$ cat src/hw/rtl/vtx_pkg.sv
// ----------------------------------------------------------------------------
// vtx_pkg
// shared widths and types for the 4x4 vertex transform pipeline
// ----------------------------------------------------------------------------
package vtx_pkg;

  localparam int CompW    = 32;
  localparam int NumComp  = 4;
  localparam int NumEntry = NumComp * NumComp;
  localparam int NumRegs  = NumEntry / 2;
  localparam int RegW     = 2 * CompW;
  localparam int FracW    = 16;
  localparam int ShW      = 2 * CompW - FracW;  // product after >>> 16
  localparam int PairW    = ShW + 1;            // sum of two products
  localparam int SumW     = ShW + 2;            // sum of four products
  localparam int RegIdxW  = $clog2(NumRegs);
  localparam int AddrW    = RegIdxW + 3;        // 8-byte register spacing
  localparam int WordW    = NumComp * CompW;

  typedef logic signed [CompW-1:0] comp_t;
  typedef comp_t                   vec_t [NumComp];
  typedef comp_t                   mat_t [NumEntry];
  typedef logic signed [ShW-1:0]   prod_t;
  typedef prod_t                   prod_arr_t [NumEntry];
  typedef logic signed [SumW-1:0]  sum_t;
  typedef sum_t                    sum_vec_t [NumComp];
  typedef logic [RegW-1:0]         reg_word_t;

  localparam comp_t CompMax = {1'b0, {(CompW-1){1'b1}}};
  localparam comp_t CompMin = {1'b1, {(CompW-1){1'b0}}};
  localparam comp_t OneQ    = comp_t'(1) <<< FracW;

endpackage

$ cat src/hw/rtl/vtx_sat.sv
// ----------------------------------------------------------------------------
// vtx_sat
// stage 4: clamp each row to 32 bits, flag overflow, hold the output word
// ----------------------------------------------------------------------------
module vtx_sat (
  input  logic                       clk,
  input  logic                       rst_n,
  input  logic                       in_valid,
  output logic                       in_ready,
  input  vtx_pkg::sum_vec_t          in_sum,
  output logic                       out_valid,
  input  logic                       out_ready,
  output logic [vtx_pkg::WordW-1:0]  out_data,
  output logic                       out_ovf
);
  import vtx_pkg::*;

  logic             valid_r;
  logic             adv;
  logic [WordW-1:0] data_r;
  logic [WordW-1:0] data_nxt;
  logic             ovf_r;
  logic             ovf_nxt;

  assign adv      = !valid_r || out_ready;
  assign in_ready = adv;

  always_comb begin
    logic hi_ones;
    logic hi_zeros;
    ovf_nxt = 1'b0;
    for (int r = 0; r < NumComp; r++) begin
      // bits above the sign bit of a 32-bit value must all match it
      hi_ones  = &in_sum[r][SumW-1:CompW-1];
      hi_zeros = ~|in_sum[r][SumW-1:CompW-1];
      if (hi_ones || hi_zeros) begin
        data_nxt[r*CompW +: CompW] = in_sum[r][CompW-1:0];
      end else begin
        ovf_nxt = 1'b1;
        data_nxt[r*CompW +: CompW] = in_sum[r][SumW-1] ? CompMin : CompMax;
      end
    end
  end

  always_ff @(posedge clk) begin
    if (!rst_n) begin
      valid_r <= 1'b0;
    end else if (adv) begin
      valid_r <= in_valid;
    end
  end

  always_ff @(posedge clk) begin
    if (adv && in_valid) begin
      data_r <= data_nxt;
      ovf_r  <= ovf_nxt;
    end
  end

  assign out_valid = valid_r;
  assign out_data  = data_r;
  assign out_ovf   = ovf_r;

endmodule

$ cat config.mk
export PLATFORM = sky130hd
export DESIGN_NAME = vtx_sat
export DESIGN_NICKNAME = d
export VERILOG_FILES = /design/src/hw/rtl/vtx_pkg.sv /design/src/hw/rtl/vtx_sat.sv
export SDC_FILE = /design/constraint.sdc
export NUM_CORES = 1
export LEC_CHECK = 0
export ABC_AREA = 1
export BUFFER_PORTS_ARGS = -buffer_cell sky130_fd_sc_hd__buf_2
export CELL_PAD_IN_SITES_DETAIL_PLACEMENT = 0
export CELL_PAD_IN_SITES_GLOBAL_PLACEMENT = 1
export CORE_MARGIN = 2
export CORE_UTILIZATION = 29
export CTS_CLUSTER_SIZE = 16
export DETAILED_ROUTE_END_ITERATION = 6
export GPL_TIMING_DRIVEN = 0
export PLACE_DENSITY_LB_ADDON = 0.1
export SLEW_MARGIN = 25
export SYNTH_ARGS = -nofsm -noshare
export SYNTH_HDL_FRONTEND = slang
export SYNTH_SLANG_ARGS = --single-unit
$ cat constraint.sdc
create_clock -name clk -period 7.6 [get_ports clk]
set_input_delay 1.14 -clock clk [delete_from_list [all_inputs] [get_ports clk]]
set_output_delay 1.14 -clock clk [all_outputs]
set_load 0.03 [all_outputs]
Word level (Yosys, flattened, before mapping)
Cells that the tools add are included.

word-level totals
  register bits = 130
  input bits = 204
  output and inout bits = 131

operators by class
  mux-type cells = 9
  reductions and logical operators = 20

operators with widths
  kind                  count
  32-bit two-way mux    8
  19-bit AND reduction  4
  19-bit OR reduction   4
  1-bit zero test       5
  1-bit logical OR      5
  3-bit AND reduction   1
  1-bit logical AND     1
  1-bit two-way mux     1

Longest topological paths before layout
  depth after elaboration = 4
  gate-level depth with buffers = 9

Worst setup path after synthesis
OpenSTA, ideal clock, no wires.

  path kind = input -> register
  from = in in_valid
  to = reg data_r[0] (netlist: out_data[0]), enable pin
  arrival = 7.389 ns
  slack = -0.449 ns
  cell stages on the path = 2
  cell sequence = inv_1 > a21oi_1

on the way
  word-level cells in the longest chain between the ends = 1

ends and longest elaborated chain
  what                    RTL line       RTL
  start: declaration      vtx_sat.sv:8   input logic in_valid,
  1-bit logical AND       vtx_sat.sv:54  if (adv && in_valid) begin
  end signal: assignment  vtx_sat.sv:55  data_r <= data_nxt;
  end: declaration        vtx_sat.sv:20  logic [WordW-1:0] data_r;

Every way passes these cells.
A chain may end at the register's enable or synchronous reset.

Worst setup path in the final report
  from = in out_ready
  to = out in_ready

on the way
  word-level cells in the longest chain between the ends = 1

ends and longest elaborated chain
  what                RTL line       RTL
  start: declaration  vtx_sat.sv:12  input logic out_ready,
  1-bit logical OR    vtx_sat.sv:25  assign adv = !valid_r || out_ready;
  end: declaration    vtx_sat.sv:9   output logic in_ready,

Every way passes these cells.

==> run metrics <==
min Tclk post-route=2.73 ns; leading area contributor after synthesis=edfxtp_1; IO Pins=about 340; sequential cell area=3890 um^2; Pleak=slightly below 4 nW; Die Span Y=145 um; vias after detailed routing=just over 5,000; largest stage delay on the critical path=0.18 ns; top post-synthesis cells by count=nand2_1 (292), edfxtp_1 (129), nor2_1 (54); Antenna Nets Post-Route=0; outcome=finished, final reports clean; # fillers=1,934; Layout Skew=~0.008 ns; DP Area=7950 um^2; Yosys Warn Count=0; grt met3 use=between 6 and 7%; vias per inst=approximately 4.3; register area share after synthesis=roughly two thirds; mean post-synth cell area=between 10 and 15 um^2; Area Overhead vs Synth=48.2%; antenna violations before repair=2; Crit path top cell by count=buf_2; Slew @ Worst Pin=between 0.6 and 0.7 ns; Startpoint Class=input pin; clk root buf=clkbuf_16; top-area cell type share of the netlist area=67.2%; Seq cells post-synth=130; I/O Buffers=approximately 330; switching power=around 490 uW; final wirelength=~17,000 um; Final setup violation count=0; Fin. Hold Viols=0; final instance area=8550 um^2; FMAX=366 MHz; largest cells by area after synthesis=edfxtp_1 (67%), nand2_1 (19%), buf_6 (4.1%); Post-synth EDFFs=between 100 and 150; Power Dens Cells=~230 nW/um^2; Final period util=roughly 36%; PostCTS Resize Cnt=0; CP Data Required Time=6.46 ns; maximum vdd ir drop=approximately 0.00016 V; DR WL/cell=approximately 15 um; crit path cell chain=buf_2, inv_1, nand2_1, buf_2; H-tree depth reported by CTS=4; largest net degree at the start of global routing=24; Main synth FF type=edfxtp_1; setup repair bufs after CTS=0; vias in the first global route=about 5,000; # rows=slightly above 50; Slowest cell on crit path=buf_2; Internal=around 1.4 mW; Setup crit end kind=primary output; met1 Track Usage GR=between 10% and 20%; Worst-path clk slew=about 0.060 ns; Clock Path Buffers=2; worst hold slack=~0.6 ns; Total GRT Usage=between 15 and 20%; top-count cell post-synth=nand2_1; starting density of the core=slightly below 30%; CP arrival=approximately 1.6 ns; first-pass GRT wire length=roughly 27,000 um; Syn Inst Count=around 550; # Max-Cap Violations=0; Sw Share=25.3%; Async S/R FF share, synth=0%; HPWL Detailed=13,700 um; WS Path Type=in -> out; area of the mapped netlist=5770 um^2; Total Nets Final=roughly 1,100; CP Max Fanout=2; combinational group share of total power=a little over an eighth; Synth Net Count=~750; max-slew violations=0; Die Wd=between 100 and 150 um; DIE AREA=around 21,000 um^2; clk_lat worst skew=roughly 0.42 ns; DRT Pass-1 Iters=4; CTS tree=yes; area taken by multi-input logic gates=around 1600 um^2; DRC errors left=0; Global Route met2 Usage=~28%; setup TNS=0 ns; RSZ-0062 raised after global routing=false; hold_buf cts=0; Clock Sinks=between 100 and 150; synth unique cells=19; Clk pwr share=between 40% and 50%; Core Box Area=between 15,000 and 20,000 um^2; grt ovf=0; Initial DRC Count=around 220; GR peak layer=met2; sequential share of power=43.9%; GP Congestion=about 0.83; slew margin rel.=a little under three fifths; Hold/Removal Path Class=reg -> reg; CTS buffer count=17; layout cell share with drive strength beyond 1=44.5%
-- power groups by stage --
stage	Combinational, mW	Clock, mW	Sequential (mW)
floorplan	0.0508	0	0.953
global placement	0.245	0	0.870
detailed placement	0.263	0	0.863
CTS	0.264	0.852	0.849
global route	0.280	0.878	0.852
finish	0.260	0.826	0.848
-- worst max-delay path, delay by kind of cell --
| family | cells | cell delay (ns) |
|---|---|---|
| buffers and inverters | 3 | 0.37 |
| AND/OR/NAND/NOR | 1 | 0.08 |
-- logic make-up (layout without fill, tap and decap cells) --
group,Yosys count,count (layout),share of synthesized area [%]
buffers and inverters,36,408,5.38
other,0,3,0
DFF,130,130,67.5
AOI/OAI and AO/OA,2,2,0.217
and+or+nand+nor,380,380,26.9
-- registers in the layout, summed over array words and instances (netlist names) --
signal / count
out_valid: 1
out_ovf: 1
out_data: 128
-- worst paths after layout --
| kind | from | end | slack, ns | depth (start not counted) |
|---|---|---|---|---|
| worst min register to register | out_valid | out_valid | 0.59 | 2 |
| worst max register to register | out_valid | out_data[76] | 5.78 | 4 |
| worst max-delay path | out_ready | in_ready | 4.87 | 4 |
| worst min-delay path | out_valid | out_valid | 0.59 | 2 |
-- routing by layer --
metal  up-vias  wire length, um
met1      2287             6840
met3        22             1580
li1       2517                -
met4         0              279
met5         -                0
met2       223             8660
-- metrics by stage --
step	worst slack [ns]	cells	power [mW]	util (%)
final	4.87	1188	1.93	43.9
after floorplan	2.20	548	1.00	-
after detailed placement	4.84	1154	1.13	40.8
after global placement	0.501	1147	1.12	39.9
after CTS	4.87	1185	1.96	43.9
after global routing	4.84	1185	2.01	43.9
-- placed cells by master, fill, tap and decap left out, types with 3 or more instances in the layout --
cell type	instances
buf_16	5
buf_2	334
buf_4	3
buf_6	21
bufinv_16	3
clkbuf_1	3
clkbuf_16	17
clkinv_2	3
clkinvlp_4	4
diode_2	3
edfxtp_1	129
inv_1	8
nand2_1	292
nand2_4	3
nand3_1	5
nand3_2	4
nand3b_2	3
nand4_1	8
nor2_1	54
or2_1	8
-- area by class of cell --
type	instances	share of cell area, %
diodes	3	0.0878
plain buffers	28	3.28
clock buffers	17	4.98
clock inverters	14	1.93
inverters	8	0.351
multi-input cells	382	18.4
flip-flops and latches	130	45.6
well taps	265	3.88
repair buffers	341	21.5
Power figures use the tool's default switching activity.
