==> src/hw/rtl/vtx_pkg.sv <==
// ----------------------------------------------------------------------------
// vtx_pkg
// shared widths and types for the 4x4 vertex transform pipeline
// ----------------------------------------------------------------------------
package vtx_pkg;

  localparam int CompW    = 32;
  localparam int NumComp  = 4;
  localparam int NumEntry = NumComp * NumComp;
  localparam int NumRegs  = NumEntry / 2;
  localparam int RegW     = 2 * CompW;
  localparam int FracW    = 16;
  localparam int ShW      = 2 * CompW - FracW;  // product after >>> 16
  localparam int PairW    = ShW + 1;            // sum of two products
  localparam int SumW     = ShW + 2;            // sum of four products
  localparam int RegIdxW  = $clog2(NumRegs);
  localparam int AddrW    = RegIdxW + 3;        // 8-byte register spacing
  localparam int WordW    = NumComp * CompW;

  typedef logic signed [CompW-1:0] comp_t;
  typedef comp_t                   vec_t [NumComp];
  typedef comp_t                   mat_t [NumEntry];
  typedef logic signed [ShW-1:0]   prod_t;
  typedef prod_t                   prod_arr_t [NumEntry];
  typedef logic signed [SumW-1:0]  sum_t;
  typedef sum_t                    sum_vec_t [NumComp];
  typedef logic [RegW-1:0]         reg_word_t;

  localparam comp_t CompMax = {1'b0, {(CompW-1){1'b1}}};
  localparam comp_t CompMin = {1'b1, {(CompW-1){1'b0}}};
  localparam comp_t OneQ    = comp_t'(1) <<< FracW;

endpackage

==> src/hw/rtl/vtx_sum.sv <==
// ----------------------------------------------------------------------------
// vtx_sum
// stages 2 and 3: registered adder tree, four products per row
// ----------------------------------------------------------------------------
module vtx_sum (
  input  logic               clk,
  input  logic               rst_n,
  input  logic               in_valid,
  output logic               in_ready,
  input  vtx_pkg::prod_arr_t in_prod,
  output logic               out_valid,
  input  logic               out_ready,
  output vtx_pkg::sum_vec_t  out_sum
);
  import vtx_pkg::*;

  typedef logic signed [PairW-1:0] pair_t;
  typedef pair_t                   pair_arr_t [2*NumComp];

  logic      pair_valid_r;
  logic      sum_valid_r;
  logic      pair_adv;
  logic      sum_adv;
  pair_arr_t pair_r;
  pair_arr_t pair_nxt;
  sum_vec_t  sum_r;
  sum_vec_t  sum_nxt;

  assign sum_adv  = !sum_valid_r || out_ready;
  assign pair_adv = !pair_valid_r || sum_adv;
  assign in_ready = pair_adv;

  always_comb begin
    for (int i = 0; i < 2*NumComp; i++) begin
      pair_nxt[i] = PairW'(in_prod[2*i]) + PairW'(in_prod[2*i+1]);
    end
    for (int r = 0; r < NumComp; r++) begin
      sum_nxt[r] = SumW'(pair_r[2*r]) + SumW'(pair_r[2*r+1]);
    end
  end

  always_ff @(posedge clk) begin
    if (!rst_n) begin
      pair_valid_r <= 1'b0;
      sum_valid_r  <= 1'b0;
    end else begin
      if (pair_adv) begin
        pair_valid_r <= in_valid;
      end
      if (sum_adv) begin
        sum_valid_r <= pair_valid_r;
      end
    end
  end

  always_ff @(posedge clk) begin
    if (pair_adv && in_valid) begin
      pair_r <= pair_nxt;
    end
    if (sum_adv && pair_valid_r) begin
      sum_r <= sum_nxt;
    end
  end

  assign out_valid = sum_valid_r;
  assign out_sum   = sum_r;

endmodule

==> config.mk <==
export PLATFORM = sky130hd
export DESIGN_NAME = vtx_sum
export DESIGN_NICKNAME = d
export VERILOG_FILES = /design/src/hw/rtl/vtx_pkg.sv /design/src/hw/rtl/vtx_sum.sv
export SDC_FILE = /design/constraint.sdc
export NUM_CORES = 2
export LEC_CHECK = 0
export ABC_AREA = 1
export ABC_CLOCK_PERIOD_IN_PS = 22300
export BUFFER_PORTS_ARGS = -buffer_cell sky130_fd_sc_hd__clkbuf_2
export CAP_MARGIN = 40
export CELL_PAD_IN_SITES_DETAIL_PLACEMENT = 1
export CELL_PAD_IN_SITES_GLOBAL_PLACEMENT = 1
export CORE_MARGIN = 2
export CORE_UTILIZATION = 45
export DETAILED_ROUTE_END_ITERATION = 7
export PLACE_DENSITY = 0.95
export SKIP_CTS_REPAIR_TIMING = 1
export SLEW_MARGIN = 0
export SYNTH_ARGS = -nofsm -noshare
export SYNTH_HDL_FRONTEND = slang
export SYNTH_SLANG_ARGS = --single-unit
==> constraint.sdc <==
create_clock -name clk -period 22.3 [get_ports clk]
set_input_delay 3.345 -clock clk [delete_from_list [all_inputs] [get_ports clk]]
set_output_delay 3.345 -clock clk [all_outputs]
set_load 0.01 [all_outputs]
## Yosys cells after proc, flatten, opt, wreduce, memory -nomap -nowiden

Index checks and enable logic that the tools add are counted.

| word-level totals | value |
|---|---|
| bits of input ports | 772 |
| flip-flop bits (word level) | 594 |
| word-level logic and storage cells | 32 |

| cells by class | value |
|---|---|
| reduce and logical (&&, ||, !) cells | 6 |
| add/sub/neg operators | 12 |

Operators by type and width:

| cell | count |
|---|---|
| adder 48 x 48 -> 49 bit | 8 |
| adder 49 x 49 -> 50 bit | 4 |
| logical AND 1 bit | 2 |
| logical NOT 1 bit | 2 |
| logical OR 1 bit | 2 |

## Longest topological paths before layout

| logic depth | value |
|---|---|
| depth after elaboration | 4 |
| gate-level depth with buffers | 14 |
| gate-level depth less buffers | 14 |

## Worst setup path before layout

OpenSTA, ideal clock, no wires.

| timing path | value |
|---|---|
| kind | input to register |
| from | in out_ready |
| to | reg sum_r, in the netlist out_sum[0], enable pin |
| slack | 8.501 ns |
| cell stages on the path | 2 |
| buffers on the path | 0 |
| arrival time | 12.973 ns |
| setup time | 0.826 ns |
| data required time | 21.474 ns |
| path through | inv_1 > a21oi_1 |

| between the ends | value |
|---|---|
| word-level cells in the longest chain between the ends | 2 |

Ends and longest elaborated chain:

| item | line | RTL |
|---|---|---|
| start: declaration | vtx_sum.sv:12 | `input logic out_ready,` |
| logical OR 1 bit | vtx_sum.sv:29 | `assign sum_adv = !sum_valid_r \|\| out_ready;` |
| logical AND 1 bit | vtx_sum.sv:60 | `if (sum_adv && pair_valid_r) begin` |
| end signal: assignment | vtx_sum.sv:61 | `sum_r <= sum_nxt;` |
| end: declaration | vtx_sum.sv:26 | `sum_vec_t sum_r;` |

Every way passes these cells.
A chain may end at the register's enable or synchronous reset.

## Final worst setup path

| timing path | value |
|---|---|
| from | in out_ready |
| to | out in_ready |

| between the ends | value |
|---|---|
| word-level cells in the longest chain between the ends | 2 |

Ends and longest elaborated chain:

| item | line | RTL |
|---|---|---|
| logical OR 1 bit | vtx_sum.sv:29 |  |
| logical OR 1 bit | vtx_sum.sv:30 | `assign pair_adv = !pair_valid_r \|\| sum_adv;` |
| end: declaration | vtx_sum.sv:9 | `output logic in_ready,` |

Every way passes these cells.

==> results.md <==
* Clk_lat worst skew at approximately 700 ps
* Final Cycle Share at 32.27%
* Required time of the critical path at 18950 ps
* # IOs at a little under 1000
* H-Tree Level Count at 3
* Crit path top cell by count: clkbuf_2
* Yosys warnings at 0
* Synthesis-to-layout area growth at 14.66%
* Layout cells sized above 1 at a little under an eighth
* Worst Hold Class: register to register
* Num rows at between 100 and 150
* Die ar. at around 150000 um^2
* Initial Util at 45.16%
* Gate Count Post-Synth at between 10000 and 15000
* Clock Skews at 46.53 ps
* Critical Path AT at 3850 ps
* Pwr per Cell Area at 70.21 nW/um^2
* Overall global routing resource usage at between 40% and 50%
* GPL Wtd Cong at around 1.1
* Total number of vias at ~76000
* Final core utilization at between 50% and 60%
* # clock sinks at 594
* Starting DRT DRC Count at 6269
* Avg WL per Cell at around 23 um
* Antenna viol nets, final at 0
* Pins Over Slew Limit at 0
* Number of global-route vias before repair at about 78000
* Max_cap viols at 0
* Synthesized cell area at between 60000 and 70000 um^2
* Core area at between 100000 and 150000 um^2
* Synth Register Bits at around 590
* Max incr delay on CP at about 160 ps
* Total CTS buffers at 70
* Cell count after placement at about 14000
* Delay-heaviest family, CP: buffers and inverters
* HPWL Detailed at 277800 um
* CTS tree: yes
* Worst setup SP type: input pin
* Static Leakage at between 40 and 50 nW
* Die height at 388.5 um
* TNS Setup at 0 ps
* DIE WIDTH at approximately 390 um
* Crit path kind: input pin to output port
* Seq/Total Area, Yosys at a little over a quarter
* Final Hold Fails at 0
* Reg clk slew, reported paths at ~50 ps
* Peak Freq at 139.0 MHz
* Slowest cell on the critical path: clkbuf_2
* PortBufs at approximately 970
* Antenna violations before repair at 19
* DRT Wirelength at 320500 um
* Setup crit end kind: output port
* Max rail drop VDD at about 0.066 mV
* Pre-antenna DRT Iters at 8
* CP Max Fanout at 3
* GR Overflow Total at 0
* Final instance area at between 70000 and 80000 um^2
* Net Count, Synth at about 12000
* Slew HR at 43.07%
* Post-layout net count at roughly 13000
* Setup violators final at 0
* Min Tclk post-route at between 7000 and 8000 ps
* Via/cell ratio at about 5.5
* WP buf/inv at 3
* Average instance area after synthesis at a little over 6 um^2
* Pwr Total at 0.005355 W
* Largest net degree at the start of global routing at around 100
* Post-DP Area at around 74000 um^2
* Longest Clk Path Bufs at 3
* Crit-path cells: clkbuf_2, inv_1, nand3_1, clkbuf_2
* Synth unique cells at 34
* First-pass GRT wire length at about 470000 um
* Actual slew at the worst max-slew pin at 854.0 ps
* Failing checks: design-rule violations
* Outcome: complete, but fails checks
* # DRC at 2
* Final instance count without filler cells at 13730
* Root Buffer: clkbuf_16
* Unrepaired setup endpoints after global routing: no
per-stage QoR:
step | hold slack, ps | setup slack (ps)
floorplan | 447.3 | 8501
global placement | 509.0 | 15060
detailed placement | 545.6 | 15110
CTS | 552.7 | 15100
global route | 580.2 | 15070
finish | 560.1 | 15100
placed cells by master, fill, tap and decap left out, types with 74 or more instances in the layout:
| cell | netlist | routed |
|---|---|---|
| clkbuf_2 | 0 | 973 |
| nand2_2 | 84 | 84 |
| nand2_1 | 4264 | 4264 |
| nor2_1 | 937 | 937 |
| o21bai_1 | 74 | 74 |
| nand3_1 | 430 | 430 |
| edfxtp_1 | 592 | 592 |
| nor3_1 | 79 | 79 |
| nor2_2 | 96 | 96 |
| ha_1 | 580 | 580 |
| o21ai_0 | 101 | 101 |
| xor2_1 | 334 | 334 |
| inv_1 | 2149 | 2148 |
| nand4_1 | 141 | 141 |
| a21oi_1 | 426 | 425 |
| nand3b_1 | 91 | 91 |
final timing paths:
path,from,to,slack [ps],cells past startpoint
min,out_valid,out_valid,560,2
min reg2reg,out_valid,out_valid,560,2
max,out_ready,in_ready,15100,4
max reg2reg,out_valid,pair_r[7],19060,6
power by group:
group | switching, W | leakage (nW) | internal [W]
logic | 0.00182 | 36.2 | 0.000753
clock network | 0.000528 | 1.08 | 0.000641
registers | 0.000120 | 5.74 | 0.00150
routing by layer:
metal	track usage, %	routed length [um]
met1	50.33	127400
met2	68.27	146900
met4	23.20	20370
met5	0	56
met3	6.677	25790
logic make-up after synthesis:
| group | after synthesis | synth area share [%] |
|---|---|---|
| buffers and inverters | 2172 | 12.26 |
| AOI/OAI and AO/OA | 669 | 5.496 |
| and+or+nand+nor | 6291 | 39.47 |
| xor gates and xnor gates | 359 | 4.727 |
| adders and majority gates | 592 | 11.27 |
| DFF | 594 | 26.78 |
area by class of cell:
cell class	count	area, um^2
clock inverter	41	331.6
fill	20600	71040
antenna	10	25.02
sequential	594	17820
tap	1930	2415
clock buffer	87	1879
multi-input combinational	7911	40560
inverter	2172	8160
timing repair buffer	986	5080
Yosys cell counts, drive strengths merged:
cell | count | share of area, %
nand2 | 4348 | 25
inv | 2167 | 12
nor2 | 1041 | 6.3
edfxtp | 592 | 27
ha | 580 | 11
nand3 | 446 | 3.5
a21oi | 426 | 3.2
xor2 | 334 | 4.4
nor3 | 145 | 1.6
nand4 | 141 | 1.3
o21ai | 120 | 0.90
nand3b | 95 | 1.1
o21bai | 74 | 0.84
and2 | 47 | 0.46
xnor2 | 25 | 0.33
o21a | 22 | 0.25
a21boi | 15 | 0.17
or2 | 15 | 0.14
nor4 | 13 | 0.12
a21o | 12 | 0.14
fa | 12 | 0.36
clkinv | 5 | 0.028
dfxtp | 2 | 0.060
registers in the layout, indices dropped and copies added, names as in the netlist:
register,count
out_sum,200
out_valid,1
pair_r,392
pair_valid_r,1
tightest hold or removal path: stages, from the launching register on:
cell and delay [ps]:
dfxtp_1 360, nand2_1 100, a21oi_1 60
No activity file was read; power rests on OpenSTA's default activity.
